**src/hdl/flashing_output_register_bank_defines.svh**
```systemverilog
// ---------------------------------------------------------------------------
// flashing output register bank assertion macros
// Concurrent checks clocked on clk; FORB_ASSERT is held off during reset, FORB_ASSERT_ALWAYS is not.
// ---------------------------------------------------------------------------
`ifndef FLASHING_OUTPUT_REGISTER_BANK_DEFINES_SVH
`define FLASHING_OUTPUT_REGISTER_BANK_DEFINES_SVH

`ifndef SYNTHESIS
`define FORB_ASSERT(lbl, prop, msg) \
	lbl: assert property (@(posedge clk) disable iff (!arst_n) prop) else $error(msg);
`define FORB_ASSERT_ALWAYS(lbl, prop, msg) \
	lbl: assert property (@(posedge clk) prop) else $error(msg);
`else
`define FORB_ASSERT(lbl, prop, msg)
`define FORB_ASSERT_ALWAYS(lbl, prop, msg)
`endif

`endif

```
**src/hdl/forb_pkg.sv**
```systemverilog
// ---------------------------------------------------------------------------
// forb_pkg
// Types, codes and constants shared by the flashing output register bank.
// ---------------------------------------------------------------------------
`default_nettype none

package forb_pkg;

	localparam int NUM_CHANNELS_DEF = 4;
	localparam int MAX_READ_WORDS   = 4;
	localparam int PIN_W            = 4;
	localparam int CFG_IDX_W        = 1;
	localparam int CFG_DATA_W       = 16;

	localparam logic [15:0] SLOW_HALF_RST = 16'd1200;
	localparam logic [15:0] FAST_HALF_RST = 16'd300;
	localparam logic [15:0] MODE_MAX      = 16'd3;

	localparam logic [CFG_IDX_W-1:0] REG_SLOW_HALF = 1'b0;
	localparam logic [CFG_IDX_W-1:0] REG_FAST_HALF = 1'b1;

	localparam logic [1:0] FUNC_TICK  = 2'd0;
	localparam logic [1:0] FUNC_READ  = 2'd1;
	localparam logic [1:0] FUNC_WRITE = 2'd2;

	localparam logic [1:0] MODE_OFF  = 2'd0;
	localparam logic [1:0] MODE_ON   = 2'd1;
	localparam logic [1:0] MODE_SLOW = 2'd2;
	localparam logic [1:0] MODE_FAST = 2'd3;

	localparam logic [1:0] OSEL_TICK = 2'd0;
	localparam logic [1:0] OSEL_ERR  = 2'd1;
	localparam logic [1:0] OSEL_DATA = 2'd2;

	typedef struct packed {
		logic [1:0]  func;
		logic [15:0] addr;
		logic [15:0] word_count;
		logic [15:0] write_value;
	} forb_req_t;

	typedef struct packed {
		logic             status;
		logic [1:0]       mode_data;
		logic [PIN_W-1:0] pin_levels;
		logic             last;
	} forb_rsp_t;

	typedef struct packed {
		logic       capture;
		logic       do_tick;
		logic       do_write;
		logic       rd_issue;
		logic       next_word;
		logic       load_out;
		logic [1:0] out_sel;
	} forb_cmd_t;

	typedef struct packed {
		logic [1:0] func;
		logic       range_err;
		logic       out_free;
		logic       last_word;
	} forb_sts_t;

	function automatic logic mode_level(input logic [1:0] mode, input logic slow,
			input logic fast);
		logic lvl;
		case (mode)
			MODE_OFF:  lvl = 1'b0;
			MODE_ON:   lvl = 1'b1;
			MODE_SLOW: lvl = slow;
			default:   lvl = fast;
		endcase
		return lvl;
	endfunction

endpackage

`default_nettype wire

```
**src/hdl/flashing_output_register_bank.sv**
```systemverilog
// ---------------------------------------------------------------------------
// flashing_output_register_bank
// Mode register bank with slow and fast flash phases and a tick pin word.
// ---------------------------------------------------------------------------
// tick and error requests: accept, decode, then one result beat loaded once the result register is free
// read of n words: per word a read issue, the registered ram read, then a beat once the register is free
// write: store (if the value is at most MODE_MAX) then read back for the echoed mode
// one request at a time; result register lets the next request in while a beat waits
// async reset clears counters and per-channel valid bits and sets both phases high; no clearing pass
`default_nettype none

module flashing_output_register_bank
	import forb_pkg::*;
#(
	parameter int NUM_CHANNELS = NUM_CHANNELS_DEF
) (
	input  wire logic                  clk,
	input  wire logic                  arst_n,
	input  wire logic                  cfg_we,
	input  wire logic [CFG_IDX_W-1:0]  cfg_index,
	input  wire logic [CFG_DATA_W-1:0] cfg_data,
	input  wire logic                  req_valid,
	output logic                       req_ready,
	input  wire forb_req_t             req_data,
	output logic                       rsp_valid,
	input  wire logic                  rsp_ready,
	output forb_rsp_t                  rsp_data
);

	forb_cmd_t cmd;
	forb_sts_t sts;

	forb_ctrl u_ctrl (
		.clk       (clk),
		.arst_n    (arst_n),
		.req_valid (req_valid),
		.req_ready (req_ready),
		.sts       (sts),
		.cmd       (cmd)
	);

	forb_dp #(
		.NUM_CHANNELS (NUM_CHANNELS)
	) u_dp (
		.clk       (clk),
		.arst_n    (arst_n),
		.cfg_we    (cfg_we),
		.cfg_index (cfg_index),
		.cfg_data  (cfg_data),
		.req_data  (req_data),
		.rsp_valid (rsp_valid),
		.rsp_ready (rsp_ready),
		.rsp_data  (rsp_data),
		.cmd       (cmd),
		.sts       (sts)
	);

endmodule

`default_nettype wire

```
**src/hdl/forb_ram.sv**
```systemverilog
// ---------------------------------------------------------------------------
// forb_ram
// Generic single write port, single read port RAM with registered read.
// ---------------------------------------------------------------------------
`default_nettype none

module forb_ram #(
	parameter int WIDTH = 2,
	parameter int DEPTH = 4,
	localparam int AW = (DEPTH > 1) ? $clog2(DEPTH) : 1
) (
	input  wire logic             clk,
	input  wire logic             we,
	input  wire logic [AW-1:0]    waddr,
	input  wire logic [WIDTH-1:0] wdata,
	input  wire logic             re,
	input  wire logic [AW-1:0]    raddr,
	output logic      [WIDTH-1:0] rdata
);

	logic [WIDTH-1:0] mem_q [DEPTH];

	always_ff @(posedge clk) begin
		if (we) begin
			mem_q[waddr] <= wdata;
		end
		if (re) begin
			rdata <= mem_q[raddr];
		end
	end

endmodule

`default_nettype wire

```
**src/hdl/forb_ctrl.sv**
```systemverilog
// ---------------------------------------------------------------------------
// forb_ctrl
// Sequencer: takes a request, then steps tick, error or read/echo beats.
// ---------------------------------------------------------------------------
`default_nettype none

`include "flashing_output_register_bank_defines.svh"

module forb_ctrl
	import forb_pkg::*;
(
	input  wire logic      clk,
	input  wire logic      arst_n,
	input  wire logic      req_valid,
	output logic           req_ready,
	input  wire forb_sts_t sts,
	output forb_cmd_t      cmd
);

	localparam logic [2:0] ST_IDLE     = 3'd0;
	localparam logic [2:0] ST_DECODE   = 3'd1;
	localparam logic [2:0] ST_TICK_OUT = 3'd2;
	localparam logic [2:0] ST_ERR_OUT  = 3'd3;
	localparam logic [2:0] ST_RD_REQ   = 3'd4;
	localparam logic [2:0] ST_RD_DATA  = 3'd5;

	logic [2:0] state_q;
	logic [2:0] state_d;

	always_comb begin
		state_d   = state_q;
		cmd       = '0;
		cmd.out_sel = OSEL_TICK;
		req_ready = 1'b0;
		unique case (state_q)
			ST_IDLE: begin
				req_ready = 1'b1;
				if (req_valid) begin
					cmd.capture = 1'b1;
					state_d     = ST_DECODE;
				end
			end
			ST_DECODE: begin
				case (sts.func)
					FUNC_TICK: begin
						cmd.do_tick = 1'b1;
						state_d     = ST_TICK_OUT;
					end
					FUNC_READ: begin
						state_d = sts.range_err ? ST_ERR_OUT : ST_RD_REQ;
					end
					FUNC_WRITE: begin
						if (sts.range_err) begin
							state_d = ST_ERR_OUT;
						end else begin
							cmd.do_write = 1'b1;
							state_d      = ST_RD_REQ;
						end
					end
					default: begin
						state_d = ST_IDLE;
					end
				endcase
			end
			ST_TICK_OUT: begin
				cmd.out_sel = OSEL_TICK;
				if (sts.out_free) begin
					cmd.load_out = 1'b1;
					state_d      = ST_IDLE;
				end
			end
			ST_ERR_OUT: begin
				cmd.out_sel = OSEL_ERR;
				if (sts.out_free) begin
					cmd.load_out = 1'b1;
					state_d      = ST_IDLE;
				end
			end
			ST_RD_REQ: begin
				cmd.rd_issue = 1'b1;
				state_d      = ST_RD_DATA;
			end
			ST_RD_DATA: begin
				cmd.out_sel = OSEL_DATA;
				if (sts.out_free) begin
					cmd.load_out = 1'b1;
					if (sts.last_word) begin
						state_d = ST_IDLE;
					end else begin
						cmd.next_word = 1'b1;
						state_d       = ST_RD_REQ;
					end
				end
			end
			default: begin
				state_d = ST_IDLE;
			end
		endcase
	end

	always_ff @(posedge clk or negedge arst_n) begin
		if (!arst_n) begin
			state_q <= ST_IDLE;
		end else begin
			state_q <= state_d;
		end
	end

	`FORB_ASSERT(a_load_needs_room, cmd.load_out |-> sts.out_free, "result loaded into full register")
	`FORB_ASSERT(a_accept_decodes, (req_valid && req_ready) |=> (state_q == ST_DECODE), "accept did not decode")
	`FORB_ASSERT(a_issue_then_data, cmd.rd_issue |=> (state_q == ST_RD_DATA), "read issue lost")

endmodule

`default_nettype wire

```
**src/hdl/forb_dp.sv**
```systemverilog
// ---------------------------------------------------------------------------
// forb_dp
// Datapath: half period registers, flash counters, mode store, result register.
// ---------------------------------------------------------------------------
`default_nettype none

`include "flashing_output_register_bank_defines.svh"

module forb_dp
	import forb_pkg::*;
#(
	parameter int NUM_CHANNELS = NUM_CHANNELS_DEF
) (
	input  wire logic                  clk,
	input  wire logic                  arst_n,
	input  wire logic                  cfg_we,
	input  wire logic [CFG_IDX_W-1:0]  cfg_index,
	input  wire logic [CFG_DATA_W-1:0] cfg_data,
	input  wire forb_req_t             req_data,
	output logic                       rsp_valid,
	input  wire logic                  rsp_ready,
	output forb_rsp_t                  rsp_data,
	input  wire forb_cmd_t             cmd,
	output forb_sts_t                  sts
);

	localparam int AW   = (NUM_CHANNELS > 1) ? $clog2(NUM_CHANNELS) : 1;
	localparam int NLOW = (NUM_CHANNELS < PIN_W) ? NUM_CHANNELS : PIN_W;

	logic [15:0]      slow_half_q;
	logic [15:0]      fast_half_q;
	logic [15:0]      slow_count_q;
	logic [15:0]      fast_count_q;
	logic             slow_phase_q;
	logic             fast_phase_q;
	forb_req_t        req_q;
	logic [1:0]       word_q;
	logic [NUM_CHANNELS-1:0] vld_q;
	logic [1:0]       low_mode_q [NLOW];
	logic             rd_vld_s1;
	forb_rsp_t        rsp_q;
	logic             rsp_valid_q;

	logic [16:0]      slow_next;
	logic [16:0]      fast_next;
	logic [16:0]      rd_end;
	logic             rd_err;
	logic             wr_err;
	logic             value_ok;
	logic             store;
	logic [AW-1:0]    wr_idx;
	logic [AW-1:0]    rd_idx;
	logic [1:0]       ram_rdata;
	logic [1:0]       rd_mode;
	logic [2:0]       word_p1;
	logic             out_free;
	logic [PIN_W-1:0] pins;
	logic             rd_vld_d;

	assign slow_next = {1'b0, slow_count_q} + 17'd1;
	assign fast_next = {1'b0, fast_count_q} + 17'd1;

	assign rd_end = {1'b0, req_q.addr} + {1'b0, req_q.word_count};
	assign rd_err = (req_q.word_count == 16'd0)
		|| (req_q.word_count > 16'(MAX_READ_WORDS))
		|| (rd_end > 17'(NUM_CHANNELS));
	assign wr_err = req_q.addr >= 16'(NUM_CHANNELS);
	assign value_ok = req_q.write_value <= MODE_MAX;
	assign store    = cmd.do_write && value_ok;

	assign wr_idx  = req_q.addr[AW-1:0];
	assign rd_idx  = AW'(req_q.addr + {14'd0, word_q});
	assign word_p1 = {1'b0, word_q} + 3'd1;
	assign out_free = !rsp_valid_q || rsp_ready;

	assign sts.func      = req_q.func;
	assign sts.range_err = (req_q.func == FUNC_WRITE) ? wr_err : rd_err;
	assign sts.out_free  = out_free;
	assign sts.last_word = (req_q.func == FUNC_WRITE) || (req_q.word_count == {13'd0, word_p1});

	always_comb begin
		rd_vld_d = 1'b0;
		for (int i = 0; i < NUM_CHANNELS; i++) begin
			if (rd_idx == AW'(i)) begin
				rd_vld_d = vld_q[i];
			end
		end
	end

	always_comb begin
		pins = '0;
		for (int i = 0; i < NLOW; i++) begin
			pins[i] = mode_level(low_mode_q[i], slow_phase_q, fast_phase_q);
		end
	end

	assign rd_mode = rd_vld_s1 ? ram_rdata : MODE_OFF;

	forb_ram #(
		.WIDTH (2),
		.DEPTH (NUM_CHANNELS)
	) u_mode_ram (
		.clk   (clk),
		.we    (store),
		.waddr (wr_idx),
		.wdata (req_q.write_value[1:0]),
		.re    (cmd.rd_issue),
		.raddr (rd_idx),
		.rdata (ram_rdata)
	);

	// configuration registers
	always_ff @(posedge clk or negedge arst_n) begin
		if (!arst_n) begin
			slow_half_q <= SLOW_HALF_RST;
			fast_half_q <= FAST_HALF_RST;
		end else if (cfg_we) begin
			unique case (cfg_index)
				REG_SLOW_HALF: slow_half_q <= cfg_data;
				REG_FAST_HALF: fast_half_q <= cfg_data;
				default: ;
			endcase
		end
	end

	// flash counters
	always_ff @(posedge clk or negedge arst_n) begin
		if (!arst_n) begin
			slow_count_q <= '0;
			fast_count_q <= '0;
			slow_phase_q <= 1'b1;
			fast_phase_q <= 1'b1;
		end else if (cmd.do_tick) begin
			if (slow_next > {1'b0, slow_half_q}) begin
				slow_count_q <= '0;
				slow_phase_q <= !slow_phase_q;
			end else begin
				slow_count_q <= slow_next[15:0];
			end
			if (fast_next > {1'b0, fast_half_q}) begin
				fast_count_q <= '0;
				fast_phase_q <= !fast_phase_q;
			end else begin
				fast_count_q <= fast_next[15:0];
			end
		end
	end

	// mode valid bits and low channel copies for the pin word
	always_ff @(posedge clk or negedge arst_n) begin
		if (!arst_n) begin
			vld_q <= '0;
			for (int i = 0; i < NLOW; i++) begin
				low_mode_q[i] <= MODE_OFF;
			end
		end else if (store) begin
			for (int i = 0; i < NUM_CHANNELS; i++) begin
				if (wr_idx == AW'(i)) begin
					vld_q[i] <= 1'b1;
				end
			end
			for (int i = 0; i < NLOW; i++) begin
				if (req_q.addr == 16'(i)) begin
					low_mode_q[i] <= req_q.write_value[1:0];
				end
			end
		end
	end

	always_ff @(posedge clk or negedge arst_n) begin
		if (!arst_n) begin
			word_q    <= '0;
			rd_vld_s1 <= 1'b0;
		end else begin
			if (cmd.capture) begin
				word_q <= '0;
			end else if (cmd.next_word) begin
				word_q <= word_q + 2'd1;
			end
			if (cmd.rd_issue) begin
				rd_vld_s1 <= rd_vld_d;
			end
		end
	end

	always_ff @(posedge clk) begin
		if (cmd.capture) begin
			req_q <= req_data;
		end
	end

	// result register
	always_ff @(posedge clk) begin
		if (cmd.load_out) begin
			case (cmd.out_sel)
				OSEL_TICK: rsp_q <= '{status: 1'b0, mode_data: MODE_OFF, pin_levels: pins,
					last: 1'b1};
				OSEL_ERR:  rsp_q <= '{status: 1'b1, mode_data: MODE_OFF, pin_levels: '0,
					last: 1'b1};
				default:   rsp_q <= '{status: 1'b0, mode_data: rd_mode, pin_levels: '0,
					last: sts.last_word};
			endcase
		end
	end

	always_ff @(posedge clk or negedge arst_n) begin
		if (!arst_n) begin
			rsp_valid_q <= 1'b0;
		end else if (cmd.load_out) begin
			rsp_valid_q <= 1'b1;
		end else if (rsp_ready) begin
			rsp_valid_q <= 1'b0;
		end
	end

	assign rsp_valid = rsp_valid_q;
	assign rsp_data  = rsp_q;

	`FORB_ASSERT(a_load_shows_beat, cmd.load_out |=> rsp_valid, "loaded beat not shown")
	`FORB_ASSERT(a_read_in_range, cmd.rd_issue |-> (req_q.addr + {14'd0, word_q} < 16'(NUM_CHANNELS)), "read beyond bank")
	`FORB_ASSERT(a_write_in_range, store |-> !wr_err, "store outside bank")

endmodule

`default_nettype wire
```
**config.mk**
```make
export PLATFORM = sky130hd
export DESIGN_NAME = flashing_output_register_bank
export DESIGN_NICKNAME = d
export VERILOG_FILES = /design/src/hdl/forb_pkg.sv /design/src/hdl/flashing_output_register_bank.sv /design/src/hdl/forb_ram.sv /design/src/hdl/forb_ctrl.sv /design/src/hdl/forb_dp.sv
export VERILOG_INCLUDE_DIRS = /design/src /design/src/hdl
export SDC_FILE = /design/constraint.sdc
export NUM_CORES = 1
export LEC_CHECK = 0
export ABC_AREA = 0
export BUFFER_PORTS_ARGS = -buffer_cell sky130_fd_sc_hd__clkbuf_2
export CAP_MARGIN = 25
export CORE_MARGIN = 10
export CORE_UTILIZATION = 45
export DETAILED_ROUTE_END_ITERATION = 10
export SYNTH_ARGS = -nofsm -noshare
export SYNTH_HDL_FRONTEND = slang
export SYNTH_SLANG_ARGS = --single-unit
```
**constraint.sdc**
```tcl
create_clock -name clk -period 9.9 [get_ports clk]
set_input_delay 1.485 -clock clk [delete_from_list [all_inputs] [get_ports clk]]
set_output_delay 1.485 -clock clk [all_outputs]
set_load 0.005 [all_outputs]
```
== Word level (Yosys, flattened, before mapping) ==
Memory sizes are Yosys's and may differ from the RTL's. A register that Yosys moved wholly into a read port is not among the register bits.
Index checks and enable logic that the tools add are counted.

* Register bits after elaboration: 143
* Latch bits: 0
* Bits in writable memories: 8
* Bits in read-only memories: 0
* Input bits: 72
* Output and inout port bits: 10
* Memories kept: 1

{| class="wikitable"
|+ Memory list
! name !! depth !! bits a word !! rd ports !! clocked after Yosys merged registers in !! write ports !! line !! source
|-
| u_dp.u_mode_ram.mem_q || 4 || 2 || 1 || 1 || 1 || forb_ram.sv:21 || <nowiki>logic [WIDTH-1:0] mem_q [DEPTH];</nowiki>
|}

* Add/sub/neg operators: 6
* Multipliers: 0
* Divide/modulo/power cells: 0
* Magnitude comparators: 6
* Eq/ne operators: 29
* Shift operators: 0
* Mux-type cells: 39
* Bitwise operators: 1
* Reductions and logical operators: 36

{| class="wikitable"
|+ Operator list
! kind !! count
|-
| 16-bit by 1-bit adder with 17-bit output, second input constant || 2
|-
| 17-bit by 16-bit > comparator with 1-bit output || 2
|-
| 16-bit by 2-bit equality test with 1-bit output, second input constant || 2
|-
| 16-bit zero test || 2
|-
| 16-bit two-way mux || 2
|-
| 2-bit AND reduction || 12
|-
| 1-bit two-way mux || 19
|-
| 2-bit equality test, second input constant || 9
|-
| 16-bit by 16-bit adder with 17-bit output || 1
|-
| 17-bit by 3-bit > comparator with 1-bit output, second input constant || 1
|-
| 16-bit by 1-bit equality test with 1-bit output, second input constant || 1
|-
| 16-bit by 3-bit equality test with 1-bit output || 1
|-
| 2-bit by 1-bit equality test with 1-bit output, second input constant || 8
|-
| 16-bit by 3-bit >= comparator with 1-bit output, second input constant || 1
|-
| 16-bit by 3-bit > comparator with 1-bit output, second input constant || 1
|-
| 16-bit by 2-bit less-or-equal comparator with 1-bit output, second input constant || 1
|-
| 2-bit zero test || 8
|-
| 8-bit one-hot mux with 2 select lines || 1
|-
| 3-bit two-way mux || 5
|-
| 3-bit one-hot mux with 5 select lines || 1
|-
| 1-bit one-hot mux with 3 select lines || 4
|-
| 2-bit two-way mux || 5
|-
| 3-bit one-hot mux with 3 select lines || 1
|-
| 3-bit by 2-bit equality test with 1-bit output, second input constant || 2
|-
| other kinds (16) || 25
|}

== Longest topological paths before layout ==
* Depth after elaboration: 10
* Mapped depth: 19
* Gate-level depth less buffers: 17

== By module ==
A second synthesis with hierarchy kept.

* Cell total of the unflattened synthesis: 731
* Area, all modules: 8101.5 um2

{| class="wikitable"
|+ By module, submodules not included
! module !! times used !! cells an instance !! area each (um2)
|-
| forb_dp || 1 || 677 || 7419.6
|-
| forb_ram || 1 || 16 || 384.1
|-
| forb_ctrl || 1 || 38 || 297.8
|}

== Least setup slack after synthesis ==
Ideal clock, no wire load.

* Kind: register -> register
* From: reg u_dp.fast_count_q[0]
* To: reg u_dp.fast_count_q[12]
* Setup time: 96 ps
* Data arrival time: 3383 ps
* Data required time: 9804 ps
* Setup slack: 6422 ps
* Cell stages (with the launch flop): 20
* Clock period less this slack: 3478 ps
* Cell sequence: dfrtp_1 ha_1 nand3_1 nor2_1 and3_1 clkbuf_1 nand3_1 inv_2 and3_1 xor2_1 ha_1 nand4_1 nor4_2 inv_1 a21oi_1 nand2_1 a31o_2 or2_1 clkbuf_1 o31ai_1

* Cells in the longest elaborated chain, start to end: 3

{| class="wikitable"
|+ RTL lines
! item !! line !! source
|-
| start, declared || forb_dp.sv:33 || <nowiki>logic [15:0] fast_count_q;</nowiki>
|-
| start signal, assigned || forb_dp.sv:144 || <nowiki>fast_count_q <= fast_next[15:0];</nowiki>
|-
| 16-bit by 1-bit adder with 17-bit output * || forb_dp.sv:61 || <nowiki>assign fast_next = {1'b0, fast_count_q} + 17'd1;</nowiki>
|-
| 17-bit by 16-bit > comparator with 1-bit output || forb_dp.sv:140 || <nowiki>if (fast_next > {1'b0, fast_half_q}) begin</nowiki>
|-
| 16-bit two-way mux * || forb_dp.sv:140 ||
|}

Every way passes the cells marked *; elsewhere a longest branch is shown, timed or not.
A chain may end at the register's enable or synchronous reset.

== Worst setup path after layout ==
Same ends and word-level chain as after synthesis.

==> results.txt <==
Run status -> finished, final reports clean
Largest net degree at the start of global routing -> 50
Area share of the largest cell type after synthesis -> 24.9%
Starting Density -> 45.6%
Setup TNS after final layout -> 0 ps
Critical path origin -> u_dp.fast_count_q[0]
Main area contributors after synthesis -> edfxtp_1 (25%), dfrtp_1 (23%), ha_1 (8.4%), nand2_1 (4.1%), dfstp_2 (3.2%)
Mapped cell area -> 0.00820 mm^2
Clk slew on worst S/H paths -> 70 ps
Static leakage power -> 0.00418 uW
Cell internal power dissipation -> 1350 uW
Mux cell area share after synthesis -> 4.24%
CTS Hold Bufs -> 0
Crit path time final -> 4000 ps
Post-route total power -> 1990 uW
Maximum count of clock buffers along a single path -> 2
Number of antenna violations at the first check in global routing -> 0
Number of buffers inserted to repair setup after CTS -> 0
Share of total power in sequential cells -> 42.2%
Reg-to-reg setup timing slack -> 5900 ps
Number of hold violations in the final report -> 0
Post-Synthesis Mean Instance Area -> 10.7 um^2
Yosys warns -> 0
Clock root buffer -> clkbuf_16
Post-synth ARST share -> 55.6%
Number of DRC violations after detailed-routing iteration 0 -> 345
Launching point of the worst reg2reg path -> u_dp.fast_count_q[0]
Kind of start point of the critical path -> flip-flop
Fmax -> 250 MHz
PostCTS Resize Cnt -> 0
Post-route core utilization -> 52.4%
Switching share of power -> 32.2%
Min-Delay Path Class -> flip-flop to flip-flop
Portion of the post-synthesis area used by sequential elements -> 51.0%
Adder-cell share of the synthesized area -> 8.64%
Endpoint class of the critical path -> flip-flop
GRT Total Usage -> 16.0%
Compound-gate portion of the synthesized area -> 12.2%
Unrepaired setup endpoints after global routing -> no
Crit path required time -> 10230 ps
Area fraction in and, or, nand and nor cells after synthesis -> 16.1%
Smallest hold slack -> 477 ps
Fraction of layout cells with a size suffix above 1 -> 18.5%
Switching power of the nets -> 643 uW
Top-Level Pins -> 82
Path type of the worst setup path -> flip-flop to flip-flop
Number of endpoints failing setup at the final stage -> 0
Number of routed nets with antenna violations -> 0
Number of diodes added for antenna fixing -> 0
Part of the power in combinational logic -> 25.0%
Most used DFF post-synth -> dfrtp_1
Share of total power in the clock network -> 32.8%
Clock tree from TritonCTS -> yes
Cell area power density -> 212 mW/mm^2
Nets@finish -> 975
Die extent in x -> 155 um
Routability-driven placement congestion ratio -> 0.896
IO buf count -> 81
Number of unique standard cell types used by synthesis -> 66
Worst Hold Depth -> 1
Clk Latency, worst-skew pair -> 430 ps
Row count -> 49
Via-per-instance ratio -> 5.48
DRT Wirelength -> 18900 um
Total Die Area -> 0.0240 mm^2
Synthesis-to-layout area growth -> 14.9%
Number of sinks on the clock net -> 153
First-pass GRT wire length -> 31200 um
Count of pins over their slew limit -> 0
Hold wc startpoint -> u_dp.vld_q[2]
Via count -> 5973
Max-cap violations -> 0
Syn Nets -> 895
Area share of xor/xnor cells in the synthesized design -> 4.38%
Number of global-route vias before repair -> 6121
Total gr overflow -> 0
DRT Pass-1 Iters -> 7
Register bit count reported by yosys -> 153
Detailed-route DRC error count -> 0
Worst relative slew slack -> 30.2%
Least-Margin Pin Slew -> 1040 ps
Vert. Die Dim -> 155 um
Tcrit/Tclk final -> 40.4%
Total number of H-tree levels -> 4
Core Box Area -> 0.0180 mm^2
Number of enable-type register cells in the synthesized netlist -> 68
Largest family of logic cells by synthesized area -> simple AND/OR/NAND/NOR gates
Final worst clock skew -> 9.48 ps
Library cell with the largest summed area after synthesis -> edfxtp_1
Peak ir drop on the vdd network -> 0.143 mV
Routed len/inst -> 17.3 um
Cells after synthesis -> 767
Crit Path Max Fanout -> 15
Post-DP HPWL -> 14300 um
Arrival time at the worst endpoint -> 4340 ps
CTS buffer count -> 17
Reg2Reg Depth -> 17
worst max-delay path, cell delays in order, from the launching register on:
cell,delay (ps)
dfrtp_1,450
ha_1,260
nand3_1,170
nor2_1,190
and3_1,270
nand3_1,180
inv_2,110
and3_1,180
xor2_1,90
ha_1,300
nand4_1,90
nor4_2,330
inv_1,80
a21oi_1,160
nand2_1,120
a31o_2,350
or2_1,360
o31ai_1,230
layout by cell type, fill, tap and decap left out, types with 12 or more instances in the layout:
cell | Yosys | routed
clkbuf_2 | 0 | 80
a21oi_1 | 33 | 33
edfxtp_1 | 68 | 68
xnor2_1 | 20 | 20
nand2_1 | 89 | 89
and3_1 | 17 | 17
inv_1 | 45 | 45
o21ai_1 | 28 | 28
xor2_1 | 21 | 21
nand3_1 | 30 | 30
mux2_2 | 18 | 18
dfrtp_1 | 75 | 75
ha_1 | 55 | 55
nand4_1 | 12 | 12
nor3_1 | 14 | 14
a21o_1 | 12 | 12
o21ai_0 | 42 | 42
nor2_1 | 27 | 27
nand2b_1 | 17 | 17
clkbuf_16 | 0 | 18
synthesized netlist by cell type (all sizes together) (8+ instances only):
cell     n
a21o    12
a21oi   33
and3    17
clkbuf  17
dfrtp   75
dfstp   10
edfxtp  68
ha      55
inv     47
mux2    24
nand2   89
nand2b  18
nand3   30
nand4   12
nor2    27
nor2b    8
nor3    14
nor4    12
o21ai   70
xnor2   20
xor2    21
stage by stage:
stage	area (um^2)	cells	setup WS [ps]
floorplan	8200	767	6420
global placement	8810	1056	6070
detailed placement	8810	1056	5970
CTS	9400	1088	5950
global route	9420	1089	5500
finish	9420	1089	5900
path summary, 6_finish.rpt:
path,to
worst min-delay path,u_dp.vld_q[2]
worst max register to register,u_dp.fast_count_q[12]
worst min register to register,u_dp.vld_q[2]
worst max-delay path,u_dp.fast_count_q[12]
min in group asynchronous,u_dp.fast_count_q[1]
max in group asynchronous,u_dp.slow_count_q[6]
state kept, by name (all words and copies together) (netlist names):
| register | count |
|---|---|
| u_dp.req_q | 48 |
| u_dp.fast_count_q | 16 |
| u_dp.fast_half_q | 16 |
| u_dp.slow_count_q | 16 |
| u_dp.slow_half_q | 16 |
| u_dp.low_mode_q | 8 |
| u_dp.rsp_data | 8 |
| u_dp.u_mode_ram.mem_q | 8 |
| u_dp.vld_q | 4 |
| u_ctrl.state_q | 3 |
| u_dp.sts | 2 |
| u_dp.u_mode_ram.rdata | 2 |
| u_dp.word_q | 2 |
| u_dp.fast_phase_q | 1 |
| u_dp.rd_vld_s1 | 1 |
| u_dp.rsp_valid | 1 |
| u_dp.slow_phase_q | 1 |
kinds of logic (layout without fill, tap and decap cells):
group,count (synthesis),after routing
AND/OR/NAND/NOR,257,257
AO/OA/AOI/OAI,161,161
flip-flops,153,153
buffers and inverters,71,164
adder cells (fa/ha/maj),56,56
XOR/XNOR,41,41
multiplexers,28,28
power groups by stage:
stage               registers, uW  clock network [uW]  logic, uW
floorplan                     829                   0        370
global placement              851                   0        487
detailed placement            853                   0        493
CTS                           842                 671        496
global route                  854                 701        561
finish                        841                 654        499
final cells by class:
type	instances	area (um^2)
Tap cell	229	287
Clock buffer	17	425
Inverter	47	176
Sequential cell	153	4180
Timing Repair Buffer	85	455
Fill cell	1614	8540
Clock inverter	15	161
Multi-Input combinational cell	543	3730
metal layers:
layer	wire length (um)	vias to the layer above	track usage, %
li1	-	2935	-
met1	8420	2880	19.6
met2	9380	134	27.1
met3	786	24	4.03
met4	307	0	5.17
met5	0	-	0
No activity file was read; power rests on OpenSTA's default activity.
